[config.mk]
export PLATFORM = sky130hd
export DESIGN_NAME = schema_packet_field_extractor_unit
export DESIGN_NICKNAME = d
export VERILOG_FILES = /design/src/hw/rtl/spfe_pkg.sv /design/src/hw/rtl/spfe_parse.sv /design/src/hw/rtl/schema_packet_field_extractor_unit.sv
export SDC_FILE = /design/constraint.sdc
export NUM_CORES = 1
export LEC_CHECK = 0
export ABC_AREA = 1
export BUFFER_PORTS_ARGS = -buffer_cell sky130_fd_sc_hd__buf_2
export CAP_MARGIN = 0
export CORE_MARGIN = 10
export CORE_UTILIZATION = 55
export DETAILED_ROUTE_END_ITERATION = 12
export HOLD_SLACK_MARGIN = 0.03
export MAX_ROUTING_LAYER = met4
export PLACE_DENSITY = 0.74
export SYNTH_ARGS = -nofsm -noshare
export SYNTH_HDL_FRONTEND = slang
export SYNTH_SLANG_ARGS = --single-unit
export TNS_END_PERCENT = 5
[constraint.sdc]
create_clock -name clk -period 11.7 [get_ports clk]
set_clock_uncertainty 0.05 [all_clocks]
set_input_delay 1.755 -clock clk [delete_from_list [all_inputs] [get_ports clk]]
set_output_delay 1.755 -clock clk [all_outputs]
set_load 0.005 [all_outputs]
[src/hw/rtl/spfe_pkg.sv]
package spfe_pkg;

  localparam int unsigned MaxFields    = 8;
  localparam int unsigned MaxStringLen = 256;

  localparam logic [7:0] HdrByte0 = 8'h50;  // 'P'
  localparam logic [7:0] HdrByte1 = 8'h49;  // 'I'

  // field type codes
  localparam logic [1:0] TypeU8  = 2'd0;
  localparam logic [1:0] TypeU16 = 2'd1;
  localparam logic [1:0] TypeU32 = 2'd2;
  localparam logic [1:0] TypeStr = 2'd3;

  // result kinds
  localparam logic [1:0] KindValue  = 2'd0;
  localparam logic [1:0] KindStrLen = 2'd1;
  localparam logic [1:0] KindStrChr = 2'd2;
  localparam logic [1:0] KindStatus = 2'd3;

  // packet status codes
  localparam logic [1:0] StOk      = 2'd0;
  localparam logic [1:0] StBadHdr  = 2'd1;
  localparam logic [1:0] StTrunc   = 2'd2;
  localparam logic [1:0] StTooLong = 2'd3;

  // register indexes
  localparam logic RegFieldCount = 1'b0;
  localparam logic RegFieldTypes = 1'b1;

  typedef enum logic [6:0] {
    PhHdr0  = 7'b0000001,
    PhHdr1  = 7'b0000010,
    PhNum   = 7'b0000100,
    PhSlen  = 7'b0001000,
    PhSdata = 7'b0010000,
    PhDone  = 7'b0100000,
    PhErr   = 7'b1000000
  } phase_t;

  typedef struct packed {
    logic [1:0]  kind;
    logic [2:0]  field_index;
    logic [31:0] value;
    logic [7:0]  char_offset;
    logic [1:0]  status;
    logic        run_end;
  } result_t;

  // results caused by one input beat: first and optional second
  typedef struct packed {
    result_t r0;
    result_t r1;
    logic    v0;
    logic    v1;
  } parse_out_t;

  function automatic logic [1:0] type_of(logic [15:0] types, logic [2:0] idx);
    return types[{idx, 1'b0} +: 2];
  endfunction

endpackage

[src/hw/rtl/spfe_parse.sv]
module spfe_parse
  import spfe_pkg::*;
(
  input  logic        clk,
  input  logic        rst,
  input  logic        accept,
  input  logic [7:0]  data_byte,
  input  logic        last_byte,
  input  logic [3:0]  field_count,
  input  logic [15:0] field_types,
  output parse_out_t  po
);

  phase_t      phase, phase_next;
  logic [3:0]  current_field, current_field_next;
  logic [2:0]  bytes_in_field, bytes_in_field_next;
  logic [31:0] acc, acc_next;
  logic [15:0] string_remaining, string_remaining_next;
  logic [7:0]  string_position, string_position_next;
  logic [1:0]  error_code, error_code_next;

  logic [3:0]  count_eff;
  logic [3:0]  bf_idx;
  phase_t      bf_phase;
  logic [1:0]  cur_type;
  logic [2:0]  need;
  logic [2:0]  bif_inc;
  logic [31:0] acc_num, acc_len;
  logic [15:0] rem_dec;
  logic        byte_hit;
  result_t     byte_res, stat_res;

  assign count_eff = (field_count > 4'(MaxFields)) ? 4'(MaxFields) : field_count;

  // next field to start: field 0 after the header, otherwise the following one
  assign bf_idx   = (phase == PhHdr1) ? 4'd0 : current_field + 4'd1;
  assign bf_phase = (bf_idx >= count_eff) ? PhDone :
                    (type_of(field_types, bf_idx[2:0]) == TypeStr) ? PhSlen : PhNum;

  assign cur_type = type_of(field_types, current_field[2:0]);
  assign need     = (cur_type == TypeU8) ? 3'd1 : (cur_type == TypeU16) ? 3'd2 : 3'd4;
  assign bif_inc  = bytes_in_field + 3'd1;
  assign acc_num  = acc | (32'(data_byte) << {bytes_in_field[1:0], 3'b000});
  assign acc_len  = acc | (32'(data_byte) << {bytes_in_field[0], 3'b000});
  assign rem_dec  = string_remaining - 16'd1;

  always_comb begin
    phase_next            = phase;
    current_field_next    = current_field;
    bytes_in_field_next   = bytes_in_field;
    acc_next              = acc;
    string_remaining_next = string_remaining;
    string_position_next  = string_position;
    error_code_next       = error_code;
    byte_hit              = 1'b0;
    byte_res              = '0;
    stat_res              = '0;
    po                    = '0;

    if (accept) begin
      case (phase)
        PhHdr0: begin
          if (data_byte == HdrByte0) begin
            phase_next = PhHdr1;
          end else begin
            error_code_next = StBadHdr;
            phase_next      = PhErr;
          end
        end
        PhHdr1: begin
          if (data_byte == HdrByte1) begin
            current_field_next  = bf_idx;
            bytes_in_field_next = 3'd0;
            acc_next            = '0;
            phase_next          = bf_phase;
          end else begin
            error_code_next = StBadHdr;
            phase_next      = PhErr;
          end
        end
        PhNum: begin
          acc_next            = acc_num;
          bytes_in_field_next = bif_inc;
          if (bif_inc >= need) begin
            byte_hit                 = 1'b1;
            byte_res.kind            = KindValue;
            byte_res.field_index     = current_field[2:0];
            byte_res.value           = acc_num;
            current_field_next       = bf_idx;
            bytes_in_field_next      = 3'd0;
            acc_next                 = '0;
            phase_next               = bf_phase;
          end
        end
        PhSlen: begin
          acc_next            = acc_len;
          bytes_in_field_next = bif_inc;
          if (bif_inc >= 3'd2) begin
            byte_hit             = 1'b1;
            byte_res.kind        = KindStrLen;
            byte_res.field_index = current_field[2:0];
            byte_res.value       = {16'd0, acc_len[15:0]};
            if (acc_len[15:0] > 16'(MaxStringLen)) begin
              error_code_next = StTooLong;
              phase_next      = PhErr;
            end else if (acc_len[15:0] == 16'd0) begin
              current_field_next  = bf_idx;
              bytes_in_field_next = 3'd0;
              acc_next            = '0;
              phase_next          = bf_phase;
            end else begin
              string_remaining_next = acc_len[15:0];
              string_position_next  = 8'd0;
              phase_next            = PhSdata;
            end
          end
        end
        PhSdata: begin
          byte_hit              = 1'b1;
          byte_res.kind         = KindStrChr;
          byte_res.field_index  = current_field[2:0];
          byte_res.value        = 32'(data_byte);
          byte_res.char_offset  = string_position;
          string_position_next  = string_position + 8'd1;
          string_remaining_next = rem_dec;
          if (rem_dec == 16'd0) begin
            current_field_next  = bf_idx;
            bytes_in_field_next = 3'd0;
            acc_next            = '0;
            phase_next          = bf_phase;
          end
        end
        default: ;
      endcase

      if (last_byte) begin
        stat_res.kind    = KindStatus;
        stat_res.run_end = 1'b1;
        if (phase_next == PhDone)     stat_res.status = StOk;
        else if (phase_next == PhErr) stat_res.status = error_code_next;
        else                          stat_res.status = StTrunc;
        phase_next            = PhHdr0;
        current_field_next    = 4'd0;
        bytes_in_field_next   = 3'd0;
        acc_next              = '0;
        string_remaining_next = 16'd0;
        string_position_next  = 8'd0;
        error_code_next       = StOk;
      end

      if (byte_hit) begin
        po.r0         = byte_res;
        po.r0.run_end = !last_byte;
        po.v0         = 1'b1;
        po.r1         = stat_res;
        po.v1         = last_byte;
      end else if (last_byte) begin
        po.r0 = stat_res;
        po.v0 = 1'b1;
      end
    end
  end

  always_ff @(posedge clk) begin
    if (rst) begin
      phase            <= PhHdr0;
      current_field    <= 4'd0;
      bytes_in_field   <= 3'd0;
      acc              <= '0;
      string_remaining <= 16'd0;
      string_position  <= 8'd0;
      error_code       <= StOk;
    end else begin
      phase            <= phase_next;
      current_field    <= current_field_next;
      bytes_in_field   <= bytes_in_field_next;
      acc              <= acc_next;
      string_remaining <= string_remaining_next;
      string_position  <= string_position_next;
      error_code       <= error_code_next;
    end
  end

endmodule

[src/hw/rtl/schema_packet_field_extractor_unit.sv]
// Channel     Direction  Beat contents
// s_axis      in         tdata: data_byte; tlast: last_byte
// m_axis      out        tuser: kind; tdata: field_index, value, char_offset, status;
//                        tlast: run_end
// apb         in/out     0x0 field_count, 0x4 field_types
//
// One input byte per cycle while s_tready is high. Each byte is parsed in the cycle it is
// accepted and its results land in a result register, so they appear in the next cycle.
// A byte giving two results (the final byte of a packet that also yields a field result)
// holds the input while the second result drains from the pending slot.
// Input ready drops while a second result is pending, or while a result waits on m_tready.
// rst is synchronous, active high; it clears the parser state, the APB registers and the valid flags.
module schema_packet_field_extractor_unit
  import spfe_pkg::*;
(
  input  logic        clk,
  input  logic        rst,

  input  logic        s_tvalid,
  output logic        s_tready,
  input  logic [7:0]  s_tdata,   // [7:0] data_byte
  input  logic        s_tlast,

  output logic        m_tvalid,
  input  logic        m_tready,
  output logic [47:0] m_tdata,   // [2:0] field_index, [34:3] value, [42:35] char_offset,
                                 // [44:43] status, [47:45] zero
  output logic [1:0]  m_tuser,   // [1:0] kind
  output logic        m_tlast,

  input  logic        psel,
  input  logic        penable,
  input  logic        pwrite,
  input  logic [2:0]  paddr,
  input  logic [31:0] pwdata,
  output logic [31:0] prdata,
  output logic        pready
);

  logic [3:0]  field_count;
  logic [15:0] field_types;
  logic        cfg_wr;

  parse_out_t  po;
  result_t     cur, pend;
  logic        cur_valid, pend_valid;
  logic        in_acc, out_take;

  // configuration
  assign pready = 1'b1;
  assign cfg_wr = psel & penable & pwrite & pready;
  assign prdata = (paddr[2] == RegFieldTypes) ? {16'd0, field_types} : {28'd0, field_count};

  always_ff @(posedge clk) begin
    if (rst) begin
      field_count <= 4'd0;
      field_types <= 16'd0;
    end else if (cfg_wr) begin
      if (paddr[2] == RegFieldCount) field_count <= pwdata[3:0];
      else                           field_types <= pwdata[15:0];
    end
  end

  spfe_parse u_parse (
    .clk         (clk),
    .rst         (rst),
    .accept      (in_acc),
    .data_byte   (s_tdata),
    .last_byte   (s_tlast),
    .field_count (field_count),
    .field_types (field_types),
    .po          (po)
  );

  // result register plus one pending slot for the second result of a beat
  assign s_tready = !pend_valid && (!cur_valid || m_tready);
  assign in_acc   = s_tvalid & s_tready;
  assign out_take = m_tvalid & m_tready;

  always_ff @(posedge clk) begin
    if (rst) begin
      cur_valid  <= 1'b0;
      pend_valid <= 1'b0;
    end else if (in_acc && po.v0) begin
      cur_valid  <= 1'b1;
      pend_valid <= po.v1;
    end else if (out_take) begin
      cur_valid  <= pend_valid;
      pend_valid <= 1'b0;
    end
  end

  always_ff @(posedge clk) begin
    if (in_acc && po.v0) begin
      cur  <= po.r0;
      pend <= po.r1;
    end else if (out_take && pend_valid) begin
      cur <= pend;
    end
  end

  assign m_tvalid = cur_valid;
  assign m_tuser  = cur.kind;
  assign m_tlast  = cur.run_end;
  assign m_tdata  = {3'd0, cur.status, cur.char_offset, cur.value, cur.field_index};

endmodule
==> flow_metrics.env, run 1 <==
export IMPL_gp_congestion=0.9555
export IMPL_ios=137
export IMPL_drt_iter0_drc=821
export IMPL_die_area_um2=20440
export IMPL_ys_seq_area_share_pct=41.05
export IMPL_vias_per_cell=5.508
export IMPL_cts_root_buf="clkbuf_16"
export IMPL_track_usage_pct=21.91
export IMPL_async_flop_share_pct=0
export IMPL_grt_setup_unrepaired="no"
export IMPL_area_delta_synth_final_pct=11.50
export IMPL_required_ps=11720
export IMPL_antenna_found_initial=0
export IMPL_grt_pass1_wl_mm=35.64
export IMPL_endpoint_kind="register"
export IMPL_cts_buffer_depth=2
export IMPL_setup_violations=0
export IMPL_hp_class="reg2reg"
export IMPL_clock_sinks=145
export IMPL_clkPwrFrac_pct=42.4
export IMPL_fin_ws_ps=5943
export IMPL_htree_levels=4
export IMPL_vias=7772
export IMPL_die_h_um=143.0
export IMPL_grt_max_degree=49
export IMPL_portBuffers=98
export IMPL_slew_violations=0
export IMPL_crit_family="buffers and inverters"
export IMPL_initial_utilization_pct=56.57
export IMPL_crit_arrival_ps=5770
export IMPL_drc_errors=0
export IMPL_ant_nets=0
export IMPL_post_route_period_util_pct=49.20
export IMPL_cts_tree="done"
export IMPL_crit_path_max_incr_delay_ps=1070
export IMPL_ir_worst_vdd_v=0.00008890
export IMPL_critPathMostFrequentCell="inv_1"
export IMPL_critPathLaunchType="register"
export IMPL_drive_above_1_share_pct=14.10
export IMPL_cp_max_fo=45
export IMPL_grt_pass1_vias=7130
export IMPL_synth_seq_cells=145
export IMPL_postCtsHoldBufs=0
export IMPL_p_leak_uw=0.004093
export IMPL_synthesis_area_um2=8315
export IMPL_whs_ps=418.5
export IMPL_switching_share_pct=28.63
export IMPL_diodes=0
export IMPL_fp_coreArea_um2=14700
export IMPL_seqCellArea_um2=3413
export IMPL_synth_enable_flop_cells=51
export IMPL_yosysUniqueCellTypes=48
export IMPL_drv_cap=0
export IMPL_multi_input_area_um2=4013
export IMPL_place_ws_ps=6060
export IMPL_wirelength_mm=21.92
export IMPL_status="finished clean"
export IMPL_p_seq_share_pct=44.2
export IMPL_setup_tns_ps=0
export IMPL_clk_pin_slew_ps=60
export IMPL_crit_buf_inv=5
export IMPL_row_count=44
export IMPL_power_switching_uw=356.9
export IMPL_crit_type="reg2reg"
export IMPL_firstDrtPassIters=6
export IMPL_cts_made_buffers=17
export IMPL_nNetsFinal=1280
export IMPL_powerDensity_nw_per_um2=134.4
export IMPL_worst_slew_pin_slew_ps=1138
export IMPL_fin_crit_ps=5757
export IMPL_fp_dieW_um=143.0
export IMPL_grt_overflow=0
export IMPL_dp_hpwl_mm=15.04
export IMPL_fmax_ghz=0.1737
export IMPL_yosysWarnings=0
export IMPL_clock_latency_ps=430
export IMPL_crit_path_top_delay_cell="dfxtp_1"
export IMPL_internal_power_uw=889.6
export IMPL_nFillCells=1339
export IMPL_wire_per_inst_um=15.54
export IMPL_post_cts_buffers=0
export IMPL_path_cells="inv_1 > ha_1 > inv_1 > ha_1 > nand2_1 > o211ai_1 > nand2_1 > inv_1 > nor3_2 > ha_1 > nor2_1 > inv_1 > nand2_2 > buf_4"
export IMPL_maxSlewHeadroom_pct=24.05
export IMPL_hold_viol=0
export IMPL_avgSynthCellArea_um2=7.212
export IMPL_cts_resized=0
export IMPL_synthCells=1153
export IMPL_p_comb_share_pct=13.4
export IMPL_synth_ff_type="dfxtp_1"
## cells in the final DEF, fill, tap and decap left out, drive strengths merged
cell type  synthesis  routed
a211oi            12      12
a21boi             3       3
a21oi             85      85
a22oi              8       8
a31oi              2       2
and2               1       1
and3              16      16
buf               39     102
bufinv             0       1
clkbuf            39      18
clkinv             1       7
clkinvlp           0       2
conb               2      20
dfxtp             94      94
edfxtp            51      51
ha                15      15
inv              138     143
nand2            195     195
nand3             59      59
nand3b             5       5
nand4             25      25
nor2             187     187
nor3              11      11
nor3b              7       7
nor4               4       4
o211ai             6       6
o21a               3       3
o21ai            125     125
o21bai             1       1
o22ai             13      13
or2                1       1
xnor2              1       1
xor2               4       4
## power by group through the flow
stage	registers [uW]	logic (uW)	clock network, uW
floorplan	558	128	0
global placement	561	162	0
detailed placement	561	164	0
CTS	551	166	530
global route	553	190	547
finish	551	167	528
## stage by stage
stage          utilization, %  std cells  power (uW)  cell area, um2
6_report                63.07       1411        1247            9271
4_1_cts                 63.07       1411        1246            9271
2_1_floorplan               -       1171       686.2            8383
3_5_place_dp            59.21       1379       725.8            8703
5_1_grt                 63.07       1411        1291            9271
3_3_place_gp            59.21       1379       723.0            8703
## final timing paths
path | start | to | slack [ps] | cells past startpoint
worst max-delay path | u_parse.bytes_in_field[1] | m_tdata[23] | 5940 | 14
worst max register to register | u_parse.bytes_in_field[1] | m_tdata[23] | 5940 | 14
worst min register to register | u_parse.error_code[1] | u_parse.error_code[1] | 420 | 2
worst min-delay path | u_parse.error_code[1] | u_parse.error_code[1] | 420 | 2
## flip-flops by register name (all words and copies together), names as in the netlist
register / count
u_parse.bytes_in_field: 3
m_tdata: 45
u_parse.string_position: 8
u_parse.error_code: 2
u_parse.string_remaining: 16
field_count: 4
u_parse.phase: 7
pend_valid: 1
m_tuser: 2
u_parse.current_field: 4
field_types: 16
m_tvalid: 1
pend: 3
m_tlast: 1
u_parse.acc: 32
## area by class of cell
| type | count | share of cell area (%) |
|---|---|---|
| Tap cell | 184 | 2.483 |
| Sequential cell | 145 | 36.82 |
| Inverter | 139 | 5.682 |
| Clock inverter | 14 | 1.390 |
| Timing Repair Buffer | 102 | 5.614 |
| Multi-Input combinational cell | 809 | 43.28 |
| Clock buffer | 18 | 4.737 |
## logic make-up (layout without fill, tap and decap cells)
| logic type | Yosys count | after routing | synth area share, % |
|---|---|---|---|
| AO/OA/AOI/OAI | 258 | 258 | 17.51 |
| other | 2 | 20 | 0.09031 |
| adder cells (fa/ha/maj) | 15 | 15 | 2.257 |
| flip-flops | 145 | 145 | 41.05 |
| AND/OR/NAND/NOR | 511 | 511 | 27.02 |
| XOR/XNOR | 5 | 5 | 0.5266 |
| buffers and inverters | 217 | 273 | 11.54 |
## synthesized netlist by cell type (5+ instances only)
master	n	area share [%]
a22oi_1	8	0.72
nand2_1	191	8.6
nor3b_1	7	0.63
buf_4	22	2.0
nand3_1	57	3.4
dfxtp_1	94	23
and3_1	16	1.2
a21oi_1	81	4.9
nand4_1	24	1.8
a211oi_1	12	1.1
nor2_1	178	8.0
nor2_2	5	0.38
o211ai_1	6	0.54
nand3b_1	5	0.45
edfxtp_1	51	18
buf_2	10	0.60
o22ai_1	13	0.98
inv_1	124	5.6
clkbuf_1	39	1.8
nor3_1	10	0.60
ha_1	15	2.3
buf_6	6	0.81
o21ai_0	118	7.1
inv_2	12	0.54
## routing by layer
layer / share of wire (%) / global-route usage, % / routed length [um] / vias to the layer above
met3: 7.3 / 4.743 / 1599 / 32
met4: 1.6 / 6.569 / 353 / 0
met1: 46 / 27.83 / 10040 / 3520
met2: 45 / 34.35 / 9926 / 309
li1: - / - / - / 3911
met5: 0 / - / 0 / -
## worst register-to-register path: cells and delay by family (launching register included)
kind                       cells  cell delay (ps)
AOI/OAI and AO/OA              1              210
and+or+nand+nor                5             1210
buffers and inverters          5             1800
adders and majority gates      3             1000
DFF                            1             1070
Note: power is estimated with default switching activity, not from simulation.
==> run 2, diff against run 1 <==
==> constraint.sdc (replaced) <==
create_clock -name clk -period 5.8 [get_ports clk]
set_clock_uncertainty 0.05 [all_clocks]
set_input_delay 0.87 -clock clk [delete_from_list [all_inputs] [get_ports clk]]
set_output_delay 0.87 -clock clk [all_outputs]
set_load 0.005 [all_outputs]
==> flow_metrics.env, run 2 (same netlist as run 1, synthesis figures left out) <==
export IMPL_status="finished clean"
export IMPL_maxSlewHeadroom_pct=41.48
export IMPL_area_delta_synth_final_pct=12.55
export IMPL_fp_dieW_um=143.0
export IMPL_firstDrtPassIters=7
export IMPL_grt_overflow=0
export IMPL_fmax_ghz=0.2166
export IMPL_stdcell_area_um2=9359
export IMPL_row_count=44
export IMPL_post_route_period_util_pct=79.62
export IMPL_path_cells="inv_1 > o21ai_0 > o22ai_1 > nand2_1 > o21ai_0 > inv_1 > nand2_1 > ha_1 > nand2_1 > o211ai_1 > nand2_1 > inv_1 > nor3_2 > ha_1 > nor2_1 > buf_4 > inv_1 > nand2_2 > buf_4"
export IMPL_wirelength_mm=21.77
export IMPL_place_ws_ps=1215
export IMPL_vias_per_cell=5.528
export IMPL_crit_path_max_incr_delay_ps=540
export IMPL_die_area_um2=20440
export IMPL_track_usage_pct=21.62
export IMPL_cts_made_buffers=17
export IMPL_hp_class="reg2reg"
export IMPL_clock_sinks=145
export IMPL_postCtsHoldBufs=0
export IMPL_setup_tns_ps=0
export IMPL_cts_buffer_depth=2
export IMPL_slew_violations=0
export IMPL_die_h_um=143.0
export IMPL_clock_latency_ps=430
export IMPL_post_cts_buffers=0
export IMPL_drc_errors=0
export IMPL_grt_setup_unrepaired="no"
export IMPL_hold_viol=0
export IMPL_reg2reg_depth=19
export IMPL_crit_type="reg2reg"
export IMPL_rrSetupSlack_ps=1180
export IMPL_crit_path_top_delay_cell="dfxtp_1"
export IMPL_wire_per_inst_um=15.37
export IMPL_crit_path_start="u_parse.current_field[0]"
export IMPL_drv_cap=0
export IMPL_regToRegEndpoint="m_tdata[32]"
export IMPL_antenna_found_initial=0
export IMPL_grt_max_degree=49
export IMPL_dp_hpwl_mm=15.03
export IMPL_powerDensity_nw_per_um2=278.7
export IMPL_setup_violations=0
export IMPL_fp_coreArea_um2=14700
export IMPL_portBuffers=98
export IMPL_diodes=0
export IMPL_layout_commonest_cell="nand2_1"
export IMPL_fin_ws_ps=1182
export IMPL_ios=137
export IMPL_required_ps=5820
export IMPL_grt_pass1_vias=7017
export IMPL_nNetsFinal=1285
export IMPL_largest_register_ffs=45
export IMPL_cts_tree="done"
export IMPL_fin_crit_ps=4618
export IMPL_p_leak_uw=0.004129
export IMPL_place_area_um2=8741
export IMPL_htree_levels=4
export IMPL_ant_nets=0
export IMPL_worst_slew_pin_slew_ps=874.6
export IMPL_cp_max_fo=45
export IMPL_final_cell_mix="190 x nand2_1, 178 x nor2_1, 124 x inv_1, 118 x o21ai_0, 98 x buf_2"
export IMPL_ir_worst_vdd_v=0.0001936
export IMPL_endpoint_kind="register"
export IMPL_cts_resized=0
export IMPL_gp_congestion=0.9603
export IMPL_initial_utilization_pct=56.57
export IMPL_crit_arrival_ps=4630
export IMPL_r2r_start="u_parse.current_field[0]"
export IMPL_cts_root_buf="clkbuf_16"
export IMPL_grt_pass1_wl_mm=35.20
export IMPL_crit_path_end="m_tdata[32]"
export IMPL_drt_iter0_drc=907
export IMPL_critPathLaunchType="register"
export IMPL_clk_pin_slew_ps=60
export IMPL_vias=7827
export IMPL_drive_above_1_share_pct=14.45
run 2: cell count changes in the layout (fill, tap and decap cells not counted), sizes merged:
cell	before	now
buf	102	107
bufinv	1	3
clkbuf	18	19
clkinv	7	3
clkinvlp	2	4
inv	143	142
run 2: critical path: cells and delay by family, from the launching register on:
family                     cells  cell delay [ps]
buffers and inverters          6             1510
adders and majority gates      2              520
DFF                            1              540
AOI/OAI and AO/OA              4              640
and+or+nand+nor                7              920
run 2: power by group:
group          internal, uW  total (uW)  leakage [uW]  switching (uW)
clock network           696        1160      0.000289             461
registers              1080        1110       0.00126            25.0
logic                   106         342       0.00258             236
total                  1890        2610       0.00413             722
run 2: layout make-up:
class | count | area (um2)
Sequential cell | 145 | 3413
Clock buffer | 19 | 442.9
Tap cell | 184 | 230.2
Clock inverter | 13 | 175.2
Timing Repair Buffer | 107 | 558.0
Inverter | 139 | 526.8
Multi-Input combinational cell | 809 | 4013
Fill cell | 1297 | 5340
run 2: routing by layer:
metal  wire [um]  track usage [%]  up-vias
li1            -                -     3926
met1       10020            28.75     3544
met2        9840            32.51      320
met3        1563            4.046       37
met4         341            7.166        0
met5           0                -        -
run 2: how the worst min path moves through the flow:
| stage | startpoint | end | slack [ps] | cells past startpoint |
|---|---|---|---|---|
| after floorplan | u_parse.acc[3] | u_parse.acc[3] | 390 | 2 |
| after global placement | u_parse.error_code[1] | u_parse.error_code[1] | 410 | 2 |
| after detailed placement | u_parse.error_code[1] | u_parse.error_code[1] | 410 | 2 |
| after CTS | u_parse.error_code[1] | u_parse.error_code[1] | 420 | 2 |
| after global routing | u_parse.error_code[0] | u_parse.error_code[0] | 450 | 2 |
| final | u_parse.acc[0] | u_parse.acc[0] | 420 | 2 |
run 2: per-stage QoR:
stage	utilization (%)	cells	hold WS, ps	total power, uW
after floorplan	-	1171	391.0	1384
after detailed placement	59.47	1384	410.5	1466
after CTS	63.67	1416	420.5	2609
after global routing	63.67	1416	450.6	2705
final	63.67	1416	422.2	2608
after global placement	59.47	1384	405.8	1462
